File: config.mk
export PLATFORM = sky130hd
export DESIGN_NAME = cave_automaton_generation_unit_flat
export DESIGN_NICKNAME = d
export VERILOG_FILES = /design/src/cagu_pkg.sv /design/src/cagu_in_if.sv /design/src/cagu_out_if.sv /design/src/cave_automaton_generation_unit.sv /design/src/flat_wrapper.sv
export VERILOG_INCLUDE_DIRS = /design/src /design/src/src
export SDC_FILE = /design/constraint.sdc
export NUM_CORES = 1
export LEC_CHECK = 0
export BUFFER_PORTS_ARGS = -buffer_cell sky130_fd_sc_hd__buf_2
export CAP_MARGIN = 15
export CELL_PAD_IN_SITES_DETAIL_PLACEMENT = 1
export CELL_PAD_IN_SITES_GLOBAL_PLACEMENT = 2
export CORE_ASPECT_RATIO = 1.1
export CORE_UTILIZATION = 51
export CTS_BUF_LIST = sky130_fd_sc_hd__clkbuf_4
export DETAILED_ROUTE_END_ITERATION = 10
export GPL_ROUTABILITY_DRIVEN = 0
export HOLD_SLACK_MARGIN = 0.05
export PLACE_DENSITY = 0.89
export SYNTH_ARGS = -nofsm -noshare
export SYNTH_HDL_FRONTEND = slang
export SYNTH_SLANG_ARGS = --single-unit
File: constraint.sdc
create_clock -name clk -period 8.9 [get_ports clk]
set_input_delay 0.445 -clock clk [delete_from_list [all_inputs] [get_ports clk]]
set_output_delay 0.445 -clock clk [all_outputs]
set_load 0.02 [all_outputs]
File: src/cave_automaton_generation_unit_macros.svh
// ----------------------------------------------------------------------------
// Cave automaton assertion macros
// Concurrent assertion wrappers, compiled out when ASSERT_OFF is defined.
// ----------------------------------------------------------------------------
`ifndef CAVE_AUTOMATON_GENERATION_UNIT_MACROS_SVH
`define CAVE_AUTOMATON_GENERATION_UNIT_MACROS_SVH
`ifndef ASSERT_OFF
// prop must hold at every clock edge outside reset
`define CAGU_ASSERT(label, clk, rst_n, prop, msg) \
  label: assert property (@(posedge clk) disable iff (!rst_n) prop) else $error(msg);
// cond must never be true outside reset
`define CAGU_ASSERT_NEVER(label, clk, rst_n, cond, msg) \
  label: assert property (@(posedge clk) disable iff (!rst_n) !(cond)) else $error(msg);
`else
`define CAGU_ASSERT(label, clk, rst_n, prop, msg)
`define CAGU_ASSERT_NEVER(label, clk, rst_n, cond, msg)
`endif
`endif

File: src/cagu_pkg.sv
// ----------------------------------------------------------------------------
// Cave automaton package
// Grid geometry, payload types and the wall decision rule.
// ----------------------------------------------------------------------------
package cagu_pkg;

  localparam int GRID_WIDTH  = 64;
  localparam int GRID_HEIGHT = 64;

  localparam int COL_W = $clog2(GRID_WIDTH);
  localparam int ROW_W = $clog2(GRID_HEIGHT + 1);

  localparam logic [COL_W-1:0] COL_LAST = COL_W'(GRID_WIDTH - 1);
  localparam logic [ROW_W-1:0] ROW_FILL = ROW_W'(GRID_HEIGHT);

  localparam int THR_W      = 4;
  localparam int CFG_IDX_W  = 1;
  localparam int CFG_DATA_W = 4;
  localparam int POS_W      = 6;

  localparam logic [CFG_IDX_W-1:0] REG_KEEP  = 1'b0;
  localparam logic [CFG_IDX_W-1:0] REG_BIRTH = 1'b1;

  localparam logic [THR_W-1:0] KEEP_RESET  = 4'd4;
  localparam logic [THR_W-1:0] BIRTH_RESET = 4'd5;

  typedef struct packed {
    logic cell_wall;
  } in_data_t;

  typedef struct packed {
    logic             next_wall;
    logic [POS_W-1:0] out_col;
    logic [POS_W-1:0] out_row;
    logic             run_last;
    logic             frame_last;
  } out_data_t;

  // Count wall neighbours around the center bit and apply the keep/birth rule
  function automatic logic decide(input logic [8:0] w, input logic [THR_W-1:0] keep,
                                  input logic [THR_W-1:0] birth);
    logic [3:0] n;
    n = '0;
    for (int i = 0; i < 9; i++) begin
      if (i != 4) n = n + 4'(w[i]);
    end
    return w[4] ? (n >= keep) : (n >= birth);
  endfunction

endpackage

File: src/cagu_in_if.sv
// ----------------------------------------------------------------------------
// Cave automaton input channel
// Valid/ready channel carrying one grid cell per request.
// ----------------------------------------------------------------------------
interface cagu_in_if;
  logic               valid;
  logic               ready;
  cagu_pkg::in_data_t data;

  modport source (output valid, output data, input ready);
  modport sink   (input valid, input data, output ready);
endinterface

File: src/cagu_out_if.sv
// ----------------------------------------------------------------------------
// Cave automaton result channel
// Valid/ready channel carrying one next-generation cell per request.
// ----------------------------------------------------------------------------
interface cagu_out_if;
  logic                valid;
  logic                ready;
  cagu_pkg::out_data_t data;

  modport source (output valid, output data, input ready);
  modport sink   (input valid, input data, output ready);
endinterface

File: src/cave_automaton_generation_unit.sv
// Output: a result is loaded into the output register in the cycle after the request that completes it.
// Throughput: one cell per cycle while the output is ready; the last cell of each row after the first
//   yields two results and holds off the input while the second result drains from the pending register.
// Reset (rst_n low, synchronous): counters, window, valid flags cleared; thresholds 4 and 5.
// Line shift registers are not reset; their contents are masked until rewritten.
// ----------------------------------------------------------------------------
// Cave automaton generation unit
// One generation of the 4-5 cave automaton over a raster stream, using two
// row shift lines and a 3x3 window, emitting one row and one column behind.
// ----------------------------------------------------------------------------
`include "cave_automaton_generation_unit_macros.svh"

module cave_automaton_generation_unit (
  input  logic                                clk,
  input  logic                                rst_n,
  cagu_in_if.sink                             in_ch,
  cagu_out_if.source                          out_ch,
  input  logic                                cfg_we,
  input  logic [cagu_pkg::CFG_IDX_W-1:0]      cfg_idx,
  input  logic [cagu_pkg::CFG_DATA_W-1:0]     cfg_wdata
);

  localparam int W = cagu_pkg::GRID_WIDTH;

  logic [cagu_pkg::THR_W-1:0] keep_thr_r, birth_thr_r;
  logic [cagu_pkg::COL_W-1:0] col_r, col_nxt;
  logic [cagu_pkg::ROW_W-1:0] row_r, row_nxt;
  logic [8:0]                 win_r, win_nxt;
  logic [W-1:0]               upper_line_r, middle_line_r;

  cagu_pkg::out_data_t        out_r, out_nxt, pend_r, pend_nxt;
  logic                       out_v_r, out_v_nxt, pend_v_r, pend_v_nxt;

  logic                       in_ready, in_acc, out_take;
  logic                       bit_in, up_bit, mid_bit, emit, row_end;
  logic [8:0]                 win_base, win_a, win_b;
  cagu_pkg::out_data_t        res_a, res_b;

  assign in_ready     = ~pend_v_r & (~out_v_r | out_ch.ready);
  assign in_ch.ready  = in_ready;
  assign in_acc       = in_ch.valid & in_ready;
  assign out_take     = out_v_r & out_ch.ready;
  assign out_ch.valid = out_v_r;
  assign out_ch.data  = out_r;

  // Column taps: the oldest bit of each line is the same column one row earlier
  assign bit_in  = (row_r == cagu_pkg::ROW_FILL) ? 1'b0 : in_ch.data.cell_wall;
  assign up_bit  = (row_r == cagu_pkg::ROW_W'(1)) ? 1'b0 : upper_line_r[W-1];
  assign mid_bit = middle_line_r[W-1];

  assign emit    = (row_r != '0) && (col_r != '0);
  assign row_end = (col_r == cagu_pkg::COL_LAST);

  assign win_base = (col_r == '0) ? 9'd0 : win_r;
  assign win_a    = {win_base[5:0], bit_in, mid_bit, up_bit};
  assign win_b    = {win_a[5:0], 3'b000};

  always_comb begin
    res_a.next_wall  = cagu_pkg::decide(win_a, keep_thr_r, birth_thr_r);
    res_a.out_col    = cagu_pkg::POS_W'(col_r - cagu_pkg::COL_W'(1));
    res_a.out_row    = cagu_pkg::POS_W'(row_r - cagu_pkg::ROW_W'(1));
    res_a.run_last   = ~row_end;
    res_a.frame_last = 1'b0;

    res_b.next_wall  = cagu_pkg::decide(win_b, keep_thr_r, birth_thr_r);
    res_b.out_col    = cagu_pkg::POS_W'(col_r);
    res_b.out_row    = cagu_pkg::POS_W'(row_r - cagu_pkg::ROW_W'(1));
    res_b.run_last   = 1'b1;
    res_b.frame_last = (row_r == cagu_pkg::ROW_FILL);
  end

  always_comb begin
    win_nxt = win_r;
    col_nxt = col_r;
    row_nxt = row_r;
    if (in_acc) begin
      win_nxt = (emit && row_end) ? win_b : win_a;
      if (row_end) begin
        col_nxt = '0;
        row_nxt = (row_r == cagu_pkg::ROW_FILL) ? '0 : row_r + cagu_pkg::ROW_W'(1);
      end else begin
        col_nxt = col_r + cagu_pkg::COL_W'(1);
      end
    end
  end

  always_comb begin
    out_v_nxt  = out_v_r;
    out_nxt    = out_r;
    pend_v_nxt = pend_v_r;
    pend_nxt   = pend_r;
    if (out_take) begin
      out_v_nxt  = pend_v_r;
      out_nxt    = pend_r;
      pend_v_nxt = 1'b0;
    end
    if (in_acc && emit) begin
      out_v_nxt = 1'b1;
      out_nxt   = res_a;
      if (row_end) begin
        pend_v_nxt = 1'b1;
        pend_nxt   = res_b;
      end
    end
  end

  always_ff @(posedge clk) begin
    if (!rst_n) begin
      keep_thr_r  <= cagu_pkg::KEEP_RESET;
      birth_thr_r <= cagu_pkg::BIRTH_RESET;
      col_r       <= '0;
      row_r       <= '0;
      win_r       <= '0;
      out_v_r     <= 1'b0;
      pend_v_r    <= 1'b0;
    end else begin
      if (cfg_we && cfg_idx == cagu_pkg::REG_KEEP) begin
        keep_thr_r <= cfg_wdata[cagu_pkg::THR_W-1:0];
      end
      if (cfg_we && cfg_idx == cagu_pkg::REG_BIRTH) begin
        birth_thr_r <= cfg_wdata[cagu_pkg::THR_W-1:0];
      end
      col_r    <= col_nxt;
      row_r    <= row_nxt;
      win_r    <= win_nxt;
      out_v_r  <= out_v_nxt;
      pend_v_r <= pend_v_nxt;
    end
  end

  // Payload: result registers and row shift lines
  always_ff @(posedge clk) begin
    out_r  <= out_nxt;
    pend_r <= pend_nxt;
    if (in_acc) begin
      upper_line_r  <= {upper_line_r[W-2:0], mid_bit};
      middle_line_r <= {middle_line_r[W-2:0], bit_in};
    end
  end

  `CAGU_ASSERT(a_pend_behind_out, clk, rst_n, pend_v_r |-> out_v_r, "pending result without output result")
  `CAGU_ASSERT(a_pend_run_last, clk, rst_n, pend_v_r |-> pend_r.run_last, "pending result must close its run")
  `CAGU_ASSERT(a_row_end_emits, clk, rst_n, (in_acc && emit && row_end) |=> (out_v_r && pend_v_r), "row end did not produce two results")
  `CAGU_ASSERT(a_frame_last_closes, clk, rst_n, (out_v_r && out_r.frame_last) |-> out_r.run_last, "frame end not last of run")
  `CAGU_ASSERT_NEVER(a_row_range, clk, rst_n, row_r > cagu_pkg::ROW_FILL, "row counter beyond filler row")

endmodule
File: src/flat_wrapper.sv
// flat-port wrapper written by rule: the top's interface ports become plain ports
module cave_automaton_generation_unit_flat 
  (clk, rst_n, cfg_we, cfg_idx, cfg_wdata, in_ch_valid, in_ch_data, in_ch_ready, out_ch_valid, out_ch_data, out_ch_ready);
  cagu_in_if in_ch_i ();
  cagu_out_if out_ch_i ();
  input  logic clk;
  input  logic rst_n;
  input  logic cfg_we;
  input  logic [cagu_pkg::CFG_IDX_W-1:0] cfg_idx;
  input  logic [cagu_pkg::CFG_DATA_W-1:0] cfg_wdata;
  input wire logic [$bits(in_ch_i.valid)-1:0] in_ch_valid;
  input wire logic [$bits(in_ch_i.data)-1:0] in_ch_data;
  output wire logic [$bits(in_ch_i.ready)-1:0] in_ch_ready;
  output wire logic [$bits(out_ch_i.valid)-1:0] out_ch_valid;
  output wire logic [$bits(out_ch_i.data)-1:0] out_ch_data;
  input wire logic [$bits(out_ch_i.ready)-1:0] out_ch_ready;
  assign in_ch_i.valid = in_ch_valid;
  assign in_ch_i.data = in_ch_data;
  assign in_ch_ready = in_ch_i.ready;
  assign out_ch_valid = out_ch_i.valid;
  assign out_ch_data = out_ch_i.data;
  assign out_ch_i.ready = out_ch_ready;
  cave_automaton_generation_unit u_core (.clk(clk), .rst_n(rst_n), .in_ch(in_ch_i), .out_ch(out_ch_i), .cfg_we(cfg_we), .cfg_idx(cfg_idx), .cfg_wdata(cfg_wdata));
endmodule
==> results.tsv, run 1 <==
stage	metric	value	unit
sta	hold_viol_final	0	
sta	hold_slack	0.121	ns
sta	post-route-min-period	5.33	ns
routing	wire_per_inst	16.8	microns
floorplanning	initial_standard_cell_utilization_of_the_core	52.8	%
place	postPlaceCellArea	7360	sq um
clock_tree	clk_latency	0.57	ns
clock_tree	cts_tree	done	
worst_setup_path	cp_slowest_stage_delay	0.60	ns
worst_setup_path	path_max_fanout	6	
finish	multi_input_area	1550	sq um
sta	final_tns_setup	0	ns
synthesis	netlist-cell-type-count	47	
worst_setup_path	crit_start	u_core.row_r[1]$_SDFFE_PN0P_	
global_routing	grt_antenna_before_repair	0	
synthesis	netlist.top_cell.by_area	edfxtp_1	
place	place_hpwl	7400	microns
run_status	run_status	completed	
synthesis	synth_area_per_cell	15.5	sq um
clock_tree	htree_num_levels	4	
floorplanning	die-width	114	microns
synthesis	most_used_flip_flop_cell_after_synthesis	edfxtp_1	
worst_setup_path	rrSetupSlack	3.57	ns
sta	grt_setup_unrepaired	no	
global_routing	grt_max_degree	102	
finish	drive_gt1_share	15.3	%
finish	synthToLayoutAreaGrowth	9.00	%
synthesis	yosysMostFrequentCell	edfxtp_1	
min_path	min_delay_worst_endpoint	u_core.keep_thr_r[2]$_SDFFE_PN1P_	
synthesis	netlist_top_cells_area	edfxtp_1, dfxtp_1, ha_1	
finish	diodes	0	
clock_tree	cts_inserted_buffers	17	
synthesis	share_of_flip_flops_with_an_asynchronous_set_or_reset_after_synthesis	0	%
synthesis	net_count_synth	494	
sta	finalMaxSlewViolations	0	
synthesis	ffs_latches_synth	186	
clock_tree	cts_buffer_depth	2	
finish	fin_area	7670	sq um
clock_tree	root_buf_cell	clkbuf_4	
synthesis	synth-seq-area-share	75.1	%
routing	drcViolationCount	0	
worst_setup_path	reg2reg_to	u_core.out_ch.data[14]$_DFFE_PP_	
global_routing	residual_overflow_from_global_routing	0	
power_and_ir_drop	vdd_drop_max	0.109	mV
floorplanning	fp-row-count	44	
flow_run	maxCapViolations	0	
worst_setup_path	cp-start-kind	flop	
routing	detailedRoute.firstPassIterationCount	4	
finish	num-nets-final	531	
floorplanning	area_of_the_core	13300	sq um
floorplanning	io_pins	28	
routing	drtAntennaViolNets	0	
clock_tree	clkSinkCount	186	
synthesis	post_synth_instance_area	7030	sq um
sta	clock.fmax	0.188	GHz
finish	fillerInstances	1302	
routing	route.final.wire_length	11600	microns
worst_setup_path	critPathMostFrequentCell	inv_1	
sta	timing.final.setup_violations	0	
global_routing	via_count_of_the_first_global_routing_pass	3695	
sta	worst_pin_slew	0.729	ns
routing	post_drt_via_cell_ratio	5.12	
min_path	min_path_cells	3	
finish	fin_cells	688	
worst_setup_path	cp_data_required_time	9.23	ns
worst_setup_path	end_kind	flop	
synthesis	synth-edff-count	156	
worst_setup_path	cpMaxStageDelayCell	a21boi_0	
synthesis	post_synth_inst_count	454	
sta	slew-limit-headroom	51.0	%
worst_setup_path	setup.worst_path.class	flop to flop	
worst_setup_path	crit_chain	inv_1 -> ha_1 -> nor4b_1 -> a21boi_0 -> ha_1 -> inv_1 -> fa_1 -> fa_1 -> inv_1 -> fa_1 -> inv_1 -> fa_1 -> inv_1 -> ha_1 -> a2111oi_0 -> o211ai_1 -> o311ai_1 -> o21ai_1	
place	port_buffer_cells	27	
synthesis	netlist.area_leader.share	66.6	%
place	dpl.cell_count	655	
floorplanning	chipHeight	125	microns
worst_setup_path	ff2ff_path_depth	18	
min_path	hold_path.class	input pin to flop	
power_and_ir_drop	power-per-cell-area	194	nW/um^2
global_routing	globalRouteTotalUtil	18.3	%
routing	first_iter_violations	185	
worst_setup_path	worstPathArrival	5.66	ns
sta	share_of_the_cycle_needed_by_the_critical_path_after_routing	59.9	%
min_path	min-delay-start	cfg_wdata[2]	
clock_tree	register_clock_pin_slew_on_the_reported_worst_setup_and_hold_paths	0.16	ns
finish	layout.area.seq	5290	sq um
synthesis	synth_common_cells	edfxtp_1, nand2_1, inv_1	
clock_tree	ctsResizeCount	0	
global_routing	grt_pass1_wl	19300	microns
sta	fin_skew	0.0169	ns
routing	dr_total_vias	3520	
floorplanning	die_area	14300	sq um
worst_setup_path	rr_startpoint	u_core.row_r[1]$_SDFFE_PN0P_	
synthesis	yosysWarningCount	0	
clock_tree	postCtsSetupBuffers	0	
clock_tree	hold_buffers	0	
power_and_ir_drop	total_leakage_power	2.57	nW
through the flow:
| step | setup slack (ns) | utilization [%] | power (mW) |
|---|---|---|---|
| finish | 3.57 | 57.6 | 1.49 |
| global route | 3.34 | 57.6 | 1.54 |
| CTS | 3.54 | 57.3 | 1.51 |
| detailed placement | 3.61 | 55.2 | 1.06 |
| global placement | 4.07 | 55.2 | 1.05 |
| floorplan | 3.68 | - | 1.03 |
layout make-up:
type                       instances  area share [%]
inverter                          32            1.60
sequential                       186            68.9
timing repair buffer              33            2.61
clock buffer                      17            1.66
clock inverter                    15            1.97
multi-input combinational        221            20.2
tap                              184            3.00
metal layers:
metal  global-route usage (%)  vias up  share of wire (%)
met3                     4.41       21                2.5
met5                        0        -                  0
met2                     28.4       52                 48
li1                         -     1705                  -
met1                     24.6     1742                 48
met4                     8.25        0                2.0
sequential cells by signal, indices dropped and copies added, names as in the netlist, 4 cells and up:
name / flops
u_core.middle_line_r: 64
u_core.upper_line_r: 64
u_core.out_ch.data: 15
u_core.pend_r: 14
u_core.row_r: 7
u_core.col_r: 6
u_core.win_r: 6
u_core.birth_thr_r: 4
u_core.keep_thr_r: 4
worst max-delay path: cells and delay by family (launching register included):
kind                     cells  cell delay, ns
AO/OA/AOI/OAI                5            1.46
adder cells (fa/ha/maj)      7            2.60
buffers and inverters        5            0.45
flip-flops                   1            0.47
AND/OR/NAND/NOR              1            0.14
kinds of logic after synthesis:
group,Yosys count,synth area share (%)
AOI/OAI and AO/OA,47,4.07
xor gates and xnor gates,18,2.24
adders and majority gates,29,5.80
buffers and inverters,47,2.90
DFF,186,75.1
muxes,10,1.49
and+or+nand+nor,117,8.36
worst max path at each step:
stage,depth (start not counted),to
4_1_cts,18,u_core.out_ch.data[14]$_DFFE_PP_
3_5_place_dp,18,u_core.out_ch.data[14]$_DFFE_PP_
5_1_grt,18,u_core.out_ch.data[14]$_DFFE_PP_
6_report,18,u_core.out_ch.data[14]$_DFFE_PP_
3_3_place_gp,18,u_core.out_ch.data[14]$_DFFE_PP_
2_1_floorplan,6,u_core.win_r[5]$_SDFFE_PN0P_
cells in the final DEF, fill, tap and decap left out, types with 7 or more instances in the layout:
cell type  count
nor2b_1        7
xnor2_1        9
xor2_1         9
nor2_1        20
o21ai_0       12
nand2_1       43
dfxtp_1       30
a21oi_1       15
nand3_1       13
clkbuf_4      17
ha_1          23
mux2i_1        9
edfxtp_1     156
inv_1         31
buf_2         27
where the power goes:
part	internal, mW	switching [mW]	total [mW]
registers	0.958	0.00797	0.966
clock network	0.150	0.301	0.451
logic	0.0263	0.0461	0.0724
total	1.13	0.355	1.49
No activity file was read; power rests on OpenSTA's default activity.
==> inputs of run 2 (changes only) <==
- CORE_UTILIZATION: 51 -> 43
- PLACE_DENSITY: 0.89 -> 0.8
- clock period: 8.9 -> 4.4 ns (I/O delays scaled with it)
==> run 2 against run 1 <==
Clock power up 110%; global-route usage fell by 2.5 points; largest cell class unchanged; wire length rose by 1.9%; design area increased by 5.3%; largest power group unchanged; via count rose by 2.8%; register-to-register slack got worse by 3.4 ns; non-clock buffer count grew 35; flip-flop and latch count unchanged; worst hold slack better by 0.060 ns; sequential share of layout area down 3.5 points; core utilization is 6.6 points lower.
==> results.tsv, run 2 (synthesis results as in run 1) <==
stage	metric	value	unit	change
worst_setup_path	worstPathArrival	4.56	ns	was 5.66 ns
power_and_ir_drop	power-per-cell-area	379	nW/um^2	was 194 nW/um^2
floorplanning	initial_standard_cell_utilization_of_the_core	44.4	%	was 52.8%
place	port_buffer_cells	27		unchanged
sta	hold_viol_final	0		unchanged
global_routing	grt_max_degree	82		was 102
worst_setup_path	rr_startpoint	u_core.row_r[1]$_SDFFE_PN0P_		unchanged
routing	wire_per_inst	15.9	microns	was 16.8 microns
sta	finalMaxSlewViolations	0		unchanged
worst_setup_path	ff2ff_path_depth	18		unchanged
sta	timing.final.setup_violations	0		unchanged
routing	drtAntennaViolNets	0		unchanged
routing	first_iter_violations	190		was 185
sta	timing.final.ws_setup	0.140	ns	was 3.57 ns
clock_tree	clk_latency	0.56	ns	was 0.57 ns
clock_tree	htree_num_levels	4		unchanged
global_routing	via_count_of_the_first_global_routing_pass	3803		was 3,695
floorplanning	fp-row-count	48		was 44
power_and_ir_drop	total_power	3.06	mW	was 1.49 mW
min_path	min_delay_worst_endpoint	u_core.win_r[1]$_SDFFE_PN0P_		was u_core.keep_thr_r[2]$_SDFFE_PN1P_
clock_tree	cts_inserted_buffers	17		unchanged
sta	slew-limit-headroom	39.7	%	was 51.0%
routing	post_drt_via_cell_ratio	4.89		was 5.12
worst_setup_path	cp-start-kind	flop		unchanged
global_routing	globalRouteTotalUtil	15.8	%	was 18.3%
floorplanning	die_area	16900	sq um	was 14,300 sq um
worst_setup_path	crit_chain	inv_2 -> ha_2 -> nor4b_4 -> a21boi_2 -> ha_1 -> inv_1 -> fa_1 -> fa_1 -> inv_1 -> fa_2 -> inv_2 -> fa_2 -> inv_2 -> ha_4 -> a2111oi_2 -> o211ai_1 -> o311ai_1 -> o21ai_1		was inv_1 -> ha_1 -> nor4b_1 -> a21boi_0 -> ha_1 -> inv_1 -> fa_1 -> fa_1 -> inv_1 -> fa_1 -> inv_1 -> fa_1 -> inv_1 -> ha_1 -> a2111oi_0 -> o211ai_1 -> o311ai_1 -> o21ai_1
worst_setup_path	setup.worst_path.class	flop to flop		unchanged
finish	post-route-util	50.9	%	was 57.6%
finish	layout.cells.most_common_list	edfxtp_1, nand2_1, buf_4, dfxtp_1		was edfxtp_1, nand2_1, inv_1, dfxtp_1, buf_2
min_path	min_path_cells	5		was 3
min_path	hold_path.class	input pin to flop		unchanged
clock_tree	cts_tree	done		unchanged
finish	fin_cells	740		was 688
worst_setup_path	path_max_fanout	2		was 6
routing	drcViolationCount	0		unchanged
clock_tree	clkSinkCount	186		unchanged
worst_setup_path	end_kind	flop		unchanged
sta	clock.fmax	0.235	GHz	was 0.188 GHz
worst_setup_path	cp_data_required_time	4.71	ns	was 9.23 ns
sta	worst_pin_slew	0.905	ns	was 0.729 ns
min_path	min-delay-start	in_ch_valid		was cfg_wdata[2]
power_and_ir_drop	total_leakage_power	2.74	nW	was 2.57 nW
place	pre_cts_slack	-0.103	ns	was 3.61 ns
worst_setup_path	cpMaxStageDelayCell	fa_1		was a21boi_0
finish	drive_gt1_share	21.9	%	was 15.3%
routing	detailedRoute.firstPassIterationCount	4		unchanged
finish	num-nets-final	566		was 531
sta	share_of_the_cycle_needed_by_the_critical_path_after_routing	96.8	%	was 59.9%
clock_tree	register_clock_pin_slew_on_the_reported_worst_setup_and_hold_paths	0.14	ns	was 0.16 ns
worst_setup_path	cp_slowest_stage_delay	0.50	ns	was 0.60 ns
routing	route.final.wire_length	11800	microns	was 11,600 microns
finish	synthToLayoutAreaGrowth	14.8	%	was 9.00%
floorplanning	chipHeight	136	microns	was 125 microns
power_and_ir_drop	vdd_drop_max	0.238	mV	was 0.109 mV
flow_run	maxCapViolations	0		unchanged
floorplanning	area_of_the_core	15900	sq um	was 13,300 sq um
place	dpl.cell_count	691		was 655
floorplanning	io_pins	28		unchanged
worst_setup_path	reg2reg_to	u_core.out_ch.data[14]$_DFFE_PP_		unchanged
worst_setup_path	rrSetupSlack	0.14	ns	was 3.57 ns
floorplanning	die-width	124	microns	was 114 microns
global_routing	residual_overflow_from_global_routing	0		unchanged
worst_setup_path	critPathMostFrequentCell	inv_2		was inv_1
sta	fin_skew	0.0216	ns	was 0.0169 ns
routing	dr_total_vias	3617		was 3,520
clock_tree	root_buf_cell	clkbuf_4		unchanged
finish	layout_commonest_cell	edfxtp_1		unchanged
run_status	run_status	completed		unchanged
global_routing	grt_antenna_before_repair	1		was 0
clock_tree	cts_buffer_depth	2		unchanged
place	place_hpwl	7340	microns	was 7400 microns
sta	post-route-min-period	4.26	ns	was 5.33 ns
global_routing	grt_pass1_wl	19700	microns	was 19,300 microns
==> run 2: routing by layer <==
| metal | GRT usage, % | vias up | share of wire [%] | wire length [microns] |
|---|---|---|---|---|
| li1 | - | 1776 | - | - |
| met1 | 21.3 | 1792 | 49 | 5810 |
| met2 | 24.3 | 35 | 47 | 5520 |
| met3 | 4.03 | 14 | 2.5 | 292 |
| met4 | 6.81 | 0 | 1.3 | 156 |
| met5 | 0 | - | 0 | 0 |
==> run 2: cell type report <==
type,count,area [sq um]
timing repair buffer,68,475
sequential,186,5290
clock inverter,12,140
clock buffer,20,150
inverter,32,123
antenna,1,2.50
multi-input combinational,221,1650
fill,1580,7780
tap,200,250
==> run 2: critical path, delay by kind of cell (launching register included) <==
kind	cells	cell delay (ns)
adders and majority gates	7	2.37
DFF	1	0.36
buffers and inverters	5	0.30
AOI/OAI and AO/OA	5	0.76
and+or+nand+nor	1	0.21
==> run 2: metrics by stage <==
stage / area, sq um / TNS [ns] / hold slack, ns
2_1_floorplan: 7040 / 0 / 0.358
3_3_place_gp: 7530 / 0 / 0.406
3_5_place_dp: 7530 / -0.103 / 0.406
4_1_cts: 7970 / 0 / 0.108
5_1_grt: 8080 / -0.0125 / 0.144
6_report: 8080 / 0 / 0.181
==> run 2: power breakdown <==
part	total, mW	internal [mW]	leakage [nW]	switching, mW
clock network	0.939	0.368	0.162	0.572
logic	0.170	0.0716	1.06	0.0982
registers	1.95	1.94	1.52	0.0136
==> run 2: worst max-delay path by stage <==
stage	from	end	slack, ns	cells past startpoint
after CTS	u_core.row_r[1]$_SDFFE_PN0P_	u_core.out_ch.data[14]$_DFFE_PP_	0.0007	18
after floorplan	u_core.row_r[1]$_SDFFE_PN0P_	u_core.out_ch.data[14]$_DFFE_PP_	0.004	18
after global routing	u_core.row_r[1]$_SDFFE_PN0P_	u_core.out_ch.data[14]$_DFFE_PP_	-0.01	18
after global placement	u_core.row_r[1]$_SDFFE_PN0P_	u_core.out_ch.data[14]$_DFFE_PP_	0.04	18
after detailed placement	u_core.col_r[0]$_SDFFE_PN0P_	u_core.out_ch.data[14]$_DFFE_PP_	-0.10	17
final	u_core.row_r[1]$_SDFFE_PN0P_	u_core.out_ch.data[14]$_DFFE_PP_	0.14	18
==> run 2: timing repair <==
| item | in CTS | in global routing |
|---|---|---|
| endpoints found under the setup margin | 1 | 1 |
| resized for setup | 5 | 19 |
| buffers inserted | 0 | 3 |
| hold buffers | 13 | 0 |
| hold endpoints to repair | 12 | 0 |
| pin swaps | 0 | 12 |
